File: config.mk
export PLATFORM = sky130hd
export DESIGN_NAME = hid_key_report_to_terminal_bytes_core
export DESIGN_NICKNAME = d
export VERILOG_FILES = /design/src/hdl/hkr_pkg.sv /design/src/hdl/hid_key_report_to_terminal_bytes_core.sv /design/src/hdl/hkr_ctrl.sv /design/src/hdl/hkr_datapath.sv
export SDC_FILE = /design/constraint.sdc
export NUM_CORES = 1
export LEC_CHECK = 0
export BUFFER_PORTS_ARGS = -buffer_cell sky130_fd_sc_hd__buf_2
export CAP_MARGIN = 40
export CORE_ASPECT_RATIO = 1.75
export CORE_MARGIN = 4
export CORE_UTILIZATION = 30
export DETAILED_ROUTE_END_ITERATION = 10
export GPL_TIMING_DRIVEN = 1
export PLACE_DENSITY = 0.52
export SLEW_MARGIN = 0
export SYNTH_ARGS = -nofsm -noshare
export SYNTH_HDL_FRONTEND = slang
export SYNTH_SLANG_ARGS = --single-unit
File: constraint.sdc
create_clock -name clock -period 10.42 [get_ports clock]
set_input_delay 0.521 -clock clock [delete_from_list [all_inputs] [get_ports clock]]
set_output_delay 0.521 -clock clock [all_outputs]
set_load 0.03 [all_outputs]
File: src/hdl/hkr_pkg.sv
package hkr_pkg;

   localparam int KEY_SLOTS = 6;
   localparam int SLOT_W    = (KEY_SLOTS > 1) ? $clog2(KEY_SLOTS) : 1;
   localparam int BYTE_W    = 2;

   localparam logic [7:0] CAPS_CODE   = 8'h39;
   localparam logic [7:0] TABLE_BASE  = 8'h04;
   localparam logic [7:0] LETTER_LAST = 8'h1d;
   localparam logic [7:0] TABLE_LAST  = 8'h38;
   localparam logic [7:0] GAP_CODE    = 8'h32;
   localparam logic [7:0] ERR_LAST    = 8'h03;
   localparam logic [7:0] ESC_BYTE    = 8'h1b;
   localparam logic [7:0] CSI_BYTE    = 8'h5b;
   localparam logic [7:0] TILDE_BYTE  = 8'h7e;

   localparam logic [7:0] NAV_RIGHT  = 8'h4f;
   localparam logic [7:0] NAV_LEFT   = 8'h50;
   localparam logic [7:0] NAV_DOWN   = 8'h51;
   localparam logic [7:0] NAV_UP     = 8'h52;
   localparam logic [7:0] NAV_HOME   = 8'h4a;
   localparam logic [7:0] NAV_END    = 8'h4d;
   localparam logic [7:0] NAV_DELETE = 8'h4c;

   localparam logic [7:0] CTRL_MASK  = 8'h11;
   localparam logic [7:0] SHIFT_MASK = 8'h22;
   localparam logic [7:0] ALT_MASK   = 8'h44;

   typedef logic [KEY_SLOTS-1:0][7:0] key_array_type;

   typedef enum logic [1:0] {
      ST_IDLE,
      ST_SCAN,
      ST_EMIT
   } state_type;

   typedef struct packed {
      logic load;
      logic toggle_caps;
      logic next_slot;
      logic next_byte;
      logic commit;
   } cmd_type;

   typedef struct packed {
      logic err;
      logic emits;
      logic caps_new;
      logic slot_last;
      logic byte_last;
   } status_type;

   function automatic logic is_nav(input logic [7:0] code);
      return (code == NAV_RIGHT) || (code == NAV_LEFT) || (code == NAV_DOWN) ||
             (code == NAV_UP) || (code == NAV_HOME) || (code == NAV_END) ||
             (code == NAV_DELETE);
   endfunction

   function automatic logic key_emits(input logic [7:0] code);
      return ((code >= TABLE_BASE) && (code <= TABLE_LAST) && (code != GAP_CODE)) ||
             is_nav(code);
   endfunction

   function automatic logic [7:0] nav_char(input logic [7:0] code);
      logic [7:0] ch;
      case (code)
         NAV_RIGHT:  ch = "C";
         NAV_LEFT:   ch = "D";
         NAV_DOWN:   ch = "B";
         NAV_UP:     ch = "A";
         NAV_HOME:   ch = "H";
         NAV_END:    ch = "F";
         NAV_DELETE: ch = "3";
         default:    ch = 8'h00;
      endcase
      return ch;
   endfunction

   // index of the final byte of a key's sequence
   function automatic logic [BYTE_W-1:0] key_last_idx(input logic [7:0] code,
                                                      input logic alt);
      logic [BYTE_W-1:0] n;
      if (code == NAV_DELETE) begin
         n = BYTE_W'(3);
      end else if (is_nav(code)) begin
         n = BYTE_W'(2);
      end else begin
         n = alt ? BYTE_W'(1) : BYTE_W'(0);
      end
      return n;
   endfunction

   function automatic logic [7:0] table_char(input logic [5:0] idx, input logic upper);
      logic [7:0] ch;
      if (idx < 6'd26) begin
         ch = (upper ? 8'h41 : 8'h61) + {2'b00, idx};
      end else begin
         case (idx)
            6'd26:   ch = upper ? "!" : "1";
            6'd27:   ch = upper ? "@" : "2";
            6'd28:   ch = upper ? "#" : "3";
            6'd29:   ch = upper ? "$" : "4";
            6'd30:   ch = upper ? "%" : "5";
            6'd31:   ch = upper ? "^" : "6";
            6'd32:   ch = upper ? "&" : "7";
            6'd33:   ch = upper ? "*" : "8";
            6'd34:   ch = upper ? "(" : "9";
            6'd35:   ch = upper ? ")" : "0";
            6'd36:   ch = 8'h0d;
            6'd37:   ch = 8'h1b;
            6'd38:   ch = 8'h7f;
            6'd39:   ch = 8'h09;
            6'd40:   ch = 8'h20;
            6'd41:   ch = upper ? "_" : "-";
            6'd42:   ch = upper ? "+" : "=";
            6'd43:   ch = upper ? "{" : "[";
            6'd44:   ch = upper ? "|" : 8'h5c;
            6'd45:   ch = upper ? "|" : 8'h5c;
            6'd47:   ch = upper ? ":" : ";";
            6'd48:   ch = upper ? 8'h22 : 8'h27;
            6'd49:   ch = upper ? "~" : 8'h60;
            6'd50:   ch = upper ? "<" : ",";
            6'd51:   ch = upper ? ">" : ".";
            6'd52:   ch = upper ? "?" : "/";
            default: ch = 8'h00;
         endcase
         if (idx == 6'd44) begin
            ch = upper ? "}" : "]";
         end
      end
      return ch;
   endfunction

   // one byte of the sequence a newly pressed key produces
   function automatic logic [7:0] key_byte(input logic [7:0] code,
                                           input logic [7:0] mods,
                                           input logic caps,
                                           input logic [BYTE_W-1:0] bi);
      logic       shift;
      logic       ctrl;
      logic       alt;
      logic       letter;
      logic [7:0] off;
      logic [7:0] ch;
      logic [7:0] b;
      shift  = (mods & SHIFT_MASK) != 8'h00;
      ctrl   = (mods & CTRL_MASK) != 8'h00;
      alt    = (mods & ALT_MASK) != 8'h00;
      letter = code <= LETTER_LAST;
      off    = code - TABLE_BASE;
      ch     = table_char(off[5:0], shift ^ (letter & caps));
      if (ctrl && letter) begin
         ch = off + 8'd1;
      end
      if (is_nav(code)) begin
         case (bi)
            BYTE_W'(0): b = ESC_BYTE;
            BYTE_W'(1): b = CSI_BYTE;
            BYTE_W'(2): b = nav_char(code);
            default:    b = TILDE_BYTE;
         endcase
      end else if (alt && (bi == BYTE_W'(0))) begin
         b = ESC_BYTE;
      end else begin
         b = ch;
      end
      return b;
   endfunction

endpackage

File: src/hdl/hid_key_report_to_terminal_bytes_core.sv
// channel   direction  handshake             payload
// req_      in         req_valid/req_stall   req_modifiers, req_key_slot_0..5
// rsp_      out        rsp_valid/rsp_stall   rsp_out_byte, rsp_last_of_report
//
// one report transaction is taken while idle; a report holding a rollover or
// error code is dropped with no output
// otherwise the slot scan sequencer steps through the slots in order and
// emits the bytes of each new key, up to 24 output bytes per report
// synchronous active-high reset clears the stored keys and caps lock
// a stalled rsp_ transaction holds its byte; req_stall stays high until
// the current report is done or dropped
module hid_key_report_to_terminal_bytes_core (
   input  logic       clock,
   input  logic       reset,
   // report input
   input  logic       req_valid,
   output logic       req_stall,
   input  logic [7:0] req_modifiers,
   input  logic [7:0] req_key_slot_0,
   input  logic [7:0] req_key_slot_1,
   input  logic [7:0] req_key_slot_2,
   input  logic [7:0] req_key_slot_3,
   input  logic [7:0] req_key_slot_4,
   input  logic [7:0] req_key_slot_5,
   // terminal byte output
   output logic       rsp_valid,
   input  logic       rsp_stall,
   output logic [7:0] rsp_out_byte,
   output logic       rsp_last_of_report
);
   import hkr_pkg::*;

   key_array_type keys;
   cmd_type       cmd;
   status_type    status;

   // slot order matches the report layout
   assign keys[0] = req_key_slot_0;
   assign keys[1] = req_key_slot_1;
   assign keys[2] = req_key_slot_2;
   assign keys[3] = req_key_slot_3;
   assign keys[4] = req_key_slot_4;
   assign keys[5] = req_key_slot_5;

   // sequencer: accept, scan slots, emit bytes
   hkr_ctrl u_ctrl (
      .clock     (clock),
      .reset     (reset),
      .req_valid (req_valid),
      .req_stall (req_stall),
      .rsp_valid (rsp_valid),
      .rsp_stall (rsp_stall),
      .status    (status),
      .cmd       (cmd)
   );

   // key storage, novelty check, caps lock and byte generation
   hkr_datapath u_datapath (
      .clock              (clock),
      .reset              (reset),
      .req_modifiers      (req_modifiers),
      .req_keys           (keys),
      .cmd                (cmd),
      .status             (status),
      .rsp_out_byte       (rsp_out_byte),
      .rsp_last_of_report (rsp_last_of_report)
   );

endmodule

File: src/hdl/hkr_ctrl.sv
module hkr_ctrl (
   input  logic               clock,
   input  logic               reset,
   input  logic               req_valid,
   output logic               req_stall,
   output logic               rsp_valid,
   input  logic               rsp_stall,
   input  hkr_pkg::status_type status,
   output hkr_pkg::cmd_type    cmd
);
   import hkr_pkg::*;

   state_type state_ff;
   state_type state_in;

   always_ff @(posedge clock) begin
      if (reset) begin
         state_ff <= ST_IDLE;
      end else begin
         state_ff <= state_in;
      end
   end

   always_comb begin
      state_in  = state_ff;
      cmd       = '0;
      req_stall = 1'b1;
      rsp_valid = 1'b0;
      case (state_ff)
         ST_IDLE: begin
            req_stall = 1'b0;
            if (req_valid) begin
               cmd.load = 1'b1;
               state_in = ST_SCAN;
            end
         end
         ST_SCAN: begin
            if (status.err) begin
               state_in = ST_IDLE;
            end else begin
               cmd.toggle_caps = status.caps_new;
               if (status.emits) begin
                  state_in = ST_EMIT;
               end else if (status.slot_last) begin
                  cmd.commit = 1'b1;
                  state_in   = ST_IDLE;
               end else begin
                  cmd.next_slot = 1'b1;
               end
            end
         end
         ST_EMIT: begin
            rsp_valid = 1'b1;
            if (!rsp_stall) begin
               if (!status.byte_last) begin
                  cmd.next_byte = 1'b1;
               end else if (status.slot_last) begin
                  cmd.commit = 1'b1;
                  state_in   = ST_IDLE;
               end else begin
                  cmd.next_slot = 1'b1;
                  state_in      = ST_SCAN;
               end
            end
         end
         default: begin
            state_in = ST_IDLE;
         end
      endcase
   end

   a_no_accept_while_emit: assert property (@(posedge clock) disable iff (reset)
      rsp_valid |-> req_stall) else $error("input accepted while emitting");

   a_no_commit_on_err: assert property (@(posedge clock) disable iff (reset)
      cmd.commit |-> !status.err) else $error("dropped report committed");

   a_err_drops: assert property (@(posedge clock) disable iff (reset)
      (state_ff == ST_SCAN && status.err) |=> state_ff == ST_IDLE)
      else $error("dropped report not discarded");

endmodule

File: src/hdl/hkr_datapath.sv
module hkr_datapath (
   input  logic                   clock,
   input  logic                   reset,
   input  logic [7:0]             req_modifiers,
   input  hkr_pkg::key_array_type req_keys,
   input  hkr_pkg::cmd_type       cmd,
   output hkr_pkg::status_type    status,
   output logic [7:0]             rsp_out_byte,
   output logic                   rsp_last_of_report
);
   import hkr_pkg::*;

   key_array_type         keys_ff;
   key_array_type         prior_ff;
   logic [7:0]            mods_ff;
   logic                  caps_ff;
   logic                  err_ff;
   logic [KEY_SLOTS-1:0]  emit_mask_ff;
   logic [KEY_SLOTS-1:0]  caps_mask_ff;
   logic [SLOT_W-1:0]     slot_ff;
   logic [BYTE_W-1:0]     byte_ff;

   logic                  err_in;
   logic [KEY_SLOTS-1:0]  emit_mask_in;
   logic [KEY_SLOTS-1:0]  caps_mask_in;
   logic [7:0]            code;
   logic                  later_emit;

   // novelty is judged against the previous report that was not dropped
   always_comb begin
      logic seen;
      err_in       = 1'b0;
      emit_mask_in = '0;
      caps_mask_in = '0;
      for (int i = 0; i < KEY_SLOTS; i++) begin
         seen = 1'b0;
         for (int j = 0; j < KEY_SLOTS; j++) begin
            seen = seen | (prior_ff[j] == req_keys[i]);
         end
         if ((req_keys[i] != 8'h00) && (req_keys[i] <= ERR_LAST)) begin
            err_in = 1'b1;
         end
         emit_mask_in[i] = (req_keys[i] != 8'h00) && !seen && key_emits(req_keys[i]);
         caps_mask_in[i] = !seen && (req_keys[i] == CAPS_CODE);
      end
   end

   always_ff @(posedge clock) begin
      if (reset) begin
         prior_ff <= '0;
         caps_ff  <= 1'b0;
      end else begin
         if (cmd.commit) begin
            prior_ff <= keys_ff;
         end
         if (cmd.toggle_caps) begin
            caps_ff <= !caps_ff;
         end
      end
   end

   always_ff @(posedge clock) begin
      if (cmd.load) begin
         keys_ff      <= req_keys;
         mods_ff      <= req_modifiers;
         err_ff       <= err_in;
         emit_mask_ff <= emit_mask_in;
         caps_mask_ff <= caps_mask_in;
         slot_ff      <= '0;
         byte_ff      <= '0;
      end else if (cmd.next_slot) begin
         slot_ff <= slot_ff + SLOT_W'(1);
         byte_ff <= '0;
      end else if (cmd.next_byte) begin
         byte_ff <= byte_ff + BYTE_W'(1);
      end
   end

   assign code = keys_ff[slot_ff];

   always_comb begin
      later_emit = 1'b0;
      for (int i = 0; i < KEY_SLOTS; i++) begin
         if ((i > int'(slot_ff)) && emit_mask_ff[i]) begin
            later_emit = 1'b1;
         end
      end
   end

   assign status.err       = err_ff;
   assign status.emits     = emit_mask_ff[slot_ff];
   assign status.caps_new  = caps_mask_ff[slot_ff];
   assign status.slot_last = slot_ff == SLOT_W'(KEY_SLOTS - 1);
   assign status.byte_last =
      byte_ff == key_last_idx(code, (mods_ff & ALT_MASK) != 8'h00);

   assign rsp_out_byte       = key_byte(code, mods_ff, caps_ff, byte_ff);
   assign rsp_last_of_report = status.byte_last && !later_emit;

   a_prior_only_on_commit: assert property (@(posedge clock) disable iff (reset)
      !$past(cmd.commit) && !$past(reset) |-> $stable(prior_ff))
      else $error("stored keys changed without commit");

   a_caps_only_on_toggle: assert property (@(posedge clock) disable iff (reset)
      !$past(cmd.toggle_caps) && !$past(reset) |-> $stable(caps_ff))
      else $error("caps lock changed without toggle");

   a_slot_in_range: assert property (@(posedge clock) disable iff (reset)
      cmd.next_slot |-> !status.slot_last)
      else $error("slot stepped past the last slot");

endmodule

# Word-level counts from Yosys, hierarchy flattened
# Index checks and enable logic that the tools add are counted.
[word_totals]
ff_bits = 124
latchBits = 0
ram_bits = 0
romBits = 0
in_bits = 60
output_inout_bits = 11
elab_cells = 401
n_memories = 0
[classes]
addsub = 5
multipliers = 0
div = 0
magnitude_cmp = 26
n_eq_ne = 133
n_shift = 0
muxes = 71
bitwise = 32
n_reduce_logical = 114
[ops]
columns = ["operator", "count"]
rows = [
  ["$eq 8x7->1 const B", 49],
  ["$eq 8x8->1", 36],
  ["$pmux 8 s25", 1],
  ["$eq 6x6->1 const B", 20],
  ["$reduce_bool 8->1", 9],
  ["$mux 5", 13],
  ["$pmux 7 s7", 1],
  ["$eq 8x6->1 const B", 6],
  ["$ge 8x3->1 const B", 6],
  ["$le 8x2->1 const B", 6],
  ["$le 8x6->1 const B", 6],
  ["$logic_or 1x1->1", 48],
  ["$mux 8", 6],
  ["$ne 8x6->1 const B", 6],
  ["$logic_and 1x1->1", 44],
  ["$eq 6x5->1 const B", 6],
  ["$or 1x1->1", 30],
  ["$mux 1", 25],
  ["$bmux 8 s3", 1],
  ["$mux 6", 4],
  ["$pmux 8 s3", 1],
  ["$mux 7", 3],
  ["$mux 2", 9],
  ["$add 8x1->8 const B", 1],
  ["other kinds (28)", 44],
]

# Longest topological paths before layout
[logic_depth]
ltp_word = 16
depth_mapped = 18
mapped_depth_nobuf = 13

# Hierarchy
# Synthesis repeated with hierarchy kept, for this count alone.
[unflattened]
hier_cells = 1208
area_unflattened_um2 = 10475.0
[by_module_without_submodules]
columns = ["mod", "instances", "cells_per_inst", "area_per_inst_um2", "seq_area_each_um2"]
rows = [
  ["hkr_datapath", 1, 1172, 10194.8, 3093.0],
  ["hkr_ctrl", 1, 36, 280.3, 40.0],
]

# Worst setup path before layout
# Ideal clock, no wire load.
[synth_timing]
path_type = "reg-to-output"
start = "reg u_datapath.slot_ff[0]"
end = "out rsp_out_byte[6]"
arrival_time_ns = 3.773
required_time_ns = 9.899
slack_ns = 6.126
path_stages_with_launch = 15
path_buffers = 5
cell_sequence = "dfxtp_1 buf_2 buf_2 buf_1 mux2i_1 nor2_1 a21oi_1 ha_1 xor2_1 clkbuf_1 buf_2 o21ai_0 nor2_1 nor3_1 o21ai_0"
[synth_between]
elab_chain_len = 12
[synth_lines]
columns = ["element", "line", "rtl"]
rows = [
  ["start, declared", "hkr_datapath.sv:20", "logic [SLOT_W-1:0] slot_ff;"],
  ["start signal, assigned", "hkr_datapath.sv:72", "slot_ff <= slot_ff + SLOT_W'(1);"],
  ["$bmux 8 s3 (*)", "hkr_datapath.sv:79", "assign code = keys_ff[slot_ff];"],
  ["$mux 8 (implied by the code) (*)", "hkr_datapath.sv:79", ""],
  ["parallel branches: the longest is 9 deep, another holds $le 8x5->1", "-", ""],
  ["$mux 8 (*)", "hkr_pkg.sv:155", "if (is_nav(code)) begin"],
  ["end, declared", "hid_key_report_to_terminal_bytes_core.sv:28", "output logic [7:0] rsp_out_byte,"],
]
# Mark *: on every way between the ends. The select of a mux whose other input is x is not followed.

# Final worst setup path
[layout_timing]
start = "reg u_datapath.slot_ff[1]"
end = "out rsp_out_byte[4]"
[layout_between]
elab_chain_len = 12
[layout_lines]
columns = ["element", "line", "rtl"]
rows = [
  ["$bmux 8 s3 (*)", "hkr_datapath.sv:79", ""],
  ["$mux 8 (implied by the code) (*)", "hkr_datapath.sv:79", ""],
  ["$le 8x5->1", "hkr_pkg.sv:149", "letter = code <= LETTER_LAST;"],
  ["$and 1x1->1", "hkr_pkg.sv:151", "ch = table_char(off[5:0], shift ^ (letter & caps));"],
  ["$xor 1x1->1", "hkr_pkg.sv:151", ""],
  ["$mux 5, or another cell as far along", "hkr_pkg.sv:124", "6'd52: ch = upper ? \"?\" : \"/\";"],
  ["$pmux 8 s25", "hkr_pkg.sv:98", "case (idx)"],
  ["$mux 8", "hkr_pkg.sv:127", "if (idx == 6'd44) begin"],
  ["$mux 8", "hkr_pkg.sv:95", "if (idx < 6'd26) begin"],
  ["$mux 8", "hkr_pkg.sv:152", "if (ctrl && letter) begin"],
  ["$mux 8", "hkr_pkg.sv:162", "end else if (alt && (bi == BYTE_W'(0))) begin"],
  ["$mux 8 (*)", "hkr_pkg.sv:155", ""],
]
# Mark *: on every way between the ends. The rest lies on a longest branch, timed or not. The select of a mux whose other input is x is not followed.

==> reports/results.ini <==
[sta]
setup_viol=0
timing.setup.tns_ns=0
finalMaxSlewViolations=0
finalHoldViolCount=0
rsz0062_at_grt=no
finalCritPeriodShare_pct=53.8
max_freq_ghz=0.178
slew_headroom_pct=39.2
period_needed_ns=5.61
clock_skew_ns=0.0131
worst_pin_slew_ns=0.912

[run_status]
status=complete, no violations

[floorplan]
die_area_um2=39000
core_um2=35300
rows=91
die_x_um=151
die_h_um=258
start_util_pct=30.4
pin_count=71

[placed_design]
globalplace.congestion=0.943
dpl_cell_area_um2=11200
numPortBuffers=68
dp_hpwl_um=29600

[pwr]
p_total_mw=2.03
powerDensity_nw_per_um2=172
peakVddDrop_uv=73.0
p_leak_nw=4.45

[finish]
layout_common_cells=xor2_1, nand2_1, xnor2_1, buf_2, edfxtp_1
finalNetCount=1309
multi_input_area_um2=6950
regArea_um2=3130
final_common_cell=xor2_1
fin_area_um2=11800
drive_above_1_share_pct=11.2
areaGrowthSynthToFinish_pct=10.1
nFillCells=3700

[clock_tree]
path_clk_slew_ns=0.06
cts_buffer_depth=2
htree_levels=4
cts_tree=built
post-cts-setup-buffers=0
cts_buffers=17
clock_latency_ns=0.44
post_cts_resize_count=0
hold_buffers=0
root_buffer=clkbuf_16
clock_sinks=123

[flow_run]
maxCapViolCount=0

[setup_path]
start_kind=flip-flop
crit_arrival_ns=5.09
max_stage_delay_ns=0.65
rr_startpoint=u_datapath.slot_ff[1]$_SDFFE_PP0P_
cp_num_buf_inv=3
cpMaxStageDelayCell=mux4_2
crit_required_ns=9.90
crit_start=u_datapath.slot_ff[1]$_SDFFE_PP0P_
path_cells=buf_4 -> mux4_2 -> a22oi_1 -> inv_1 -> ha_1 -> nor3_1 -> nor2_1 -> or2_1 -> and3_1 -> a21oi_1 -> nor2b_1 -> o31ai_1 -> o31a_1 -> buf_2
crit_type=reg -> out
crit_fanout=21
cp-end-kind=primary output
cpLargestDelayFamily=simple AND/OR/NAND/NOR gates

[synth]
synth-edff-count=67
ys_async_sr_fraction_pct=0
yosysWarnings=0
syn_inst=1267
syn-cell-area_um2=10700
synth_flop_cell=edfxtp_1
synth_area_leader_cell=edfxtp_1
avgSynthCellArea_um2=8.47
ys_top_cells_by_area=edfxtp_1, xor2_1, dfxtp_1
yosysTopAreaCellShare_pct=18.8
ys_seq_area_share_pct=29.2
synth-seq-cells=123
syn_nets=1347
ys_types=76

[route]
firstDrtPassIters=5
vias=9410
vias_per_cell=5.51
wl_per_cell_um=23.4
wirelength_um=40000
drc=0
drtIter0Drc=805
antenna_left=0

[worst_hold_path]
hp-class=in -> reg
min_from=req_modifiers[2]

[global_route]
grt_max_degree=72
antenna_found_initial=1
grt_pass1_wl_um=58600
grt_overflow=0
grt_pass1_vias=9121
grt_usage_pct=20.4

-- synth_stat cells, types with 3 or more instances --
| master | instances |
|---|---|
| nor3b_1 | 3 |
| o21ai_0 | 34 |
| clkbuf_1 | 95 |
| nand2b_1 | 8 |
| a41oi_1 | 5 |
| xor2_1 | 169 |
| mux2_1 | 3 |
| mux4_2 | 7 |
| o32ai_1 | 3 |
| a311oi_1 | 3 |
| mux2_2 | 9 |
| and2_1 | 6 |
| ha_1 | 20 |
| a21o_1 | 3 |
| mux2i_1 | 65 |
| edfxtp_1 | 67 |
| and3_1 | 8 |
| nand4_1 | 36 |
| nand3_1 | 20 |
| nor4b_1 | 3 |
| a21oi_1 | 51 |
| nand3b_1 | 3 |
| o31ai_1 | 8 |
| or3_1 | 5 |
| nor2_1 | 64 |
| xnor2_1 | 118 |
| or2_2 | 6 |
| a211oi_1 | 9 |
| nor4_1 | 52 |
| a22oi_1 | 6 |
| o31a_1 | 4 |
| buf_1 | 29 |
| buf_2 | 6 |
| nand2_1 | 146 |
| o211ai_1 | 5 |
| a31oi_1 | 13 |
| a32o_1 | 3 |
| nor3_1 | 23 |
| o22ai_1 | 6 |
| nor2b_1 | 18 |
| inv_1 | 22 |
| dfxtp_1 | 56 |
-- stage by stage --
stage / instances / hold WS (ns) / util (%) / setup WS (ns)
after CTS: 1707 / 0.233 / 33.5 / 4.84
after detailed placement: 1675 / 0.501 / 31.7 / 5.22
after global routing: 1707 / 0.241 / 33.5 / 4.43
after floorplan: 1267 / 0.468 / - / 6.13
final: 1708 / 0.255 / 33.5 / 4.81
after global placement: 1674 / 0.483 / 31.6 / 5.27
-- layout make-up --
class	instances	share of cell area [%]
inverter	24	0.763
clock inverter	14	1.56
antenna	1	0.0212
tap	465	4.93
sequential	123	26.5
timing repair buffer	79	3.75
multi-input combinational	984	58.8
clock buffer	18	3.63
-- worst paths after layout --
check / to / slack (ns) / cells past startpoint
min reg2reg: u_ctrl.state_ff[1]$_SDFFE_PP0P_ / 0.51 / 2
max reg2reg: u_datapath.prior_ff[24]$_SDFFE_PP0P_ / 5.16 / 14
min: u_datapath.mods_ff[2]$_DFFE_PP_ / 0.25 / 1
max: rsp_out_byte[4] / 4.81 / 14
-- per-layer routing --
metal | part of all wire (%) | global-route usage (%) | wire [µm]
met5 | 0.032 | 0 | 13
met4 | 6.7 | 12.2 | 2670
met3 | 5.1 | 3.34 | 2040
met2 | 52 | 37.0 | 20900
met1 | 36 | 21.7 | 14400
-- logic make-up (layout without fill, tap and decap cells) --
group | count (synthesis) | after routing | synth area share (%)
xor gates and xnor gates | 287 | 287 | 23.4
DFF | 123 | 123 | 29.2
adders and majority gates | 20 | 20 | 2.33
and+or+nand+nor | 408 | 408 | 18.7
muxes | 85 | 85 | 8.94
other | 0 | 1 | 0
AOI/OAI and AO/OA | 184 | 184 | 11.3
buffers and inverters | 160 | 135 | 6.09
-- worst reg2reg max path: stages, from the launching register on --
cell and delay (ns):
dfxtp_1 0.30, buf_4 0.35, mux4_2 0.68, a22oi_1 0.43
inv_1 0.15, ha_1 0.39, nor3_1 0.35, nor2_1 0.14
or2_1 0.31, a311o_1 0.35, a211oi_2 0.34, o21ai_1 0.19
a21oi_4 0.16, buf_4 0.69, mux2i_1 0.34
-- flip-flops by register name, indices dropped and copies added, names as in the netlist --
signal and count:
u_datapath.err_ff 1, u_datapath.slot_ff 3, u_datapath.prior_ff 48, u_datapath.emit_mask_ff 6, u_datapath.mods_ff 6, u_datapath.byte_ff 2
u_datapath.keys_ff 48, u_datapath.caps_mask_ff 6, u_datapath.caps_ff 1, u_ctrl.state_ff 2
-- report_power, final --
part	internal (mW)	leakage (nW)	switching, mW	total [mW]
clock network	0.382	0.293	0.250	0.632
registers	0.589	1.10	0.0357	0.625
logic	0.259	3.06	0.510	0.769
(Power assumes the default switching activity.)
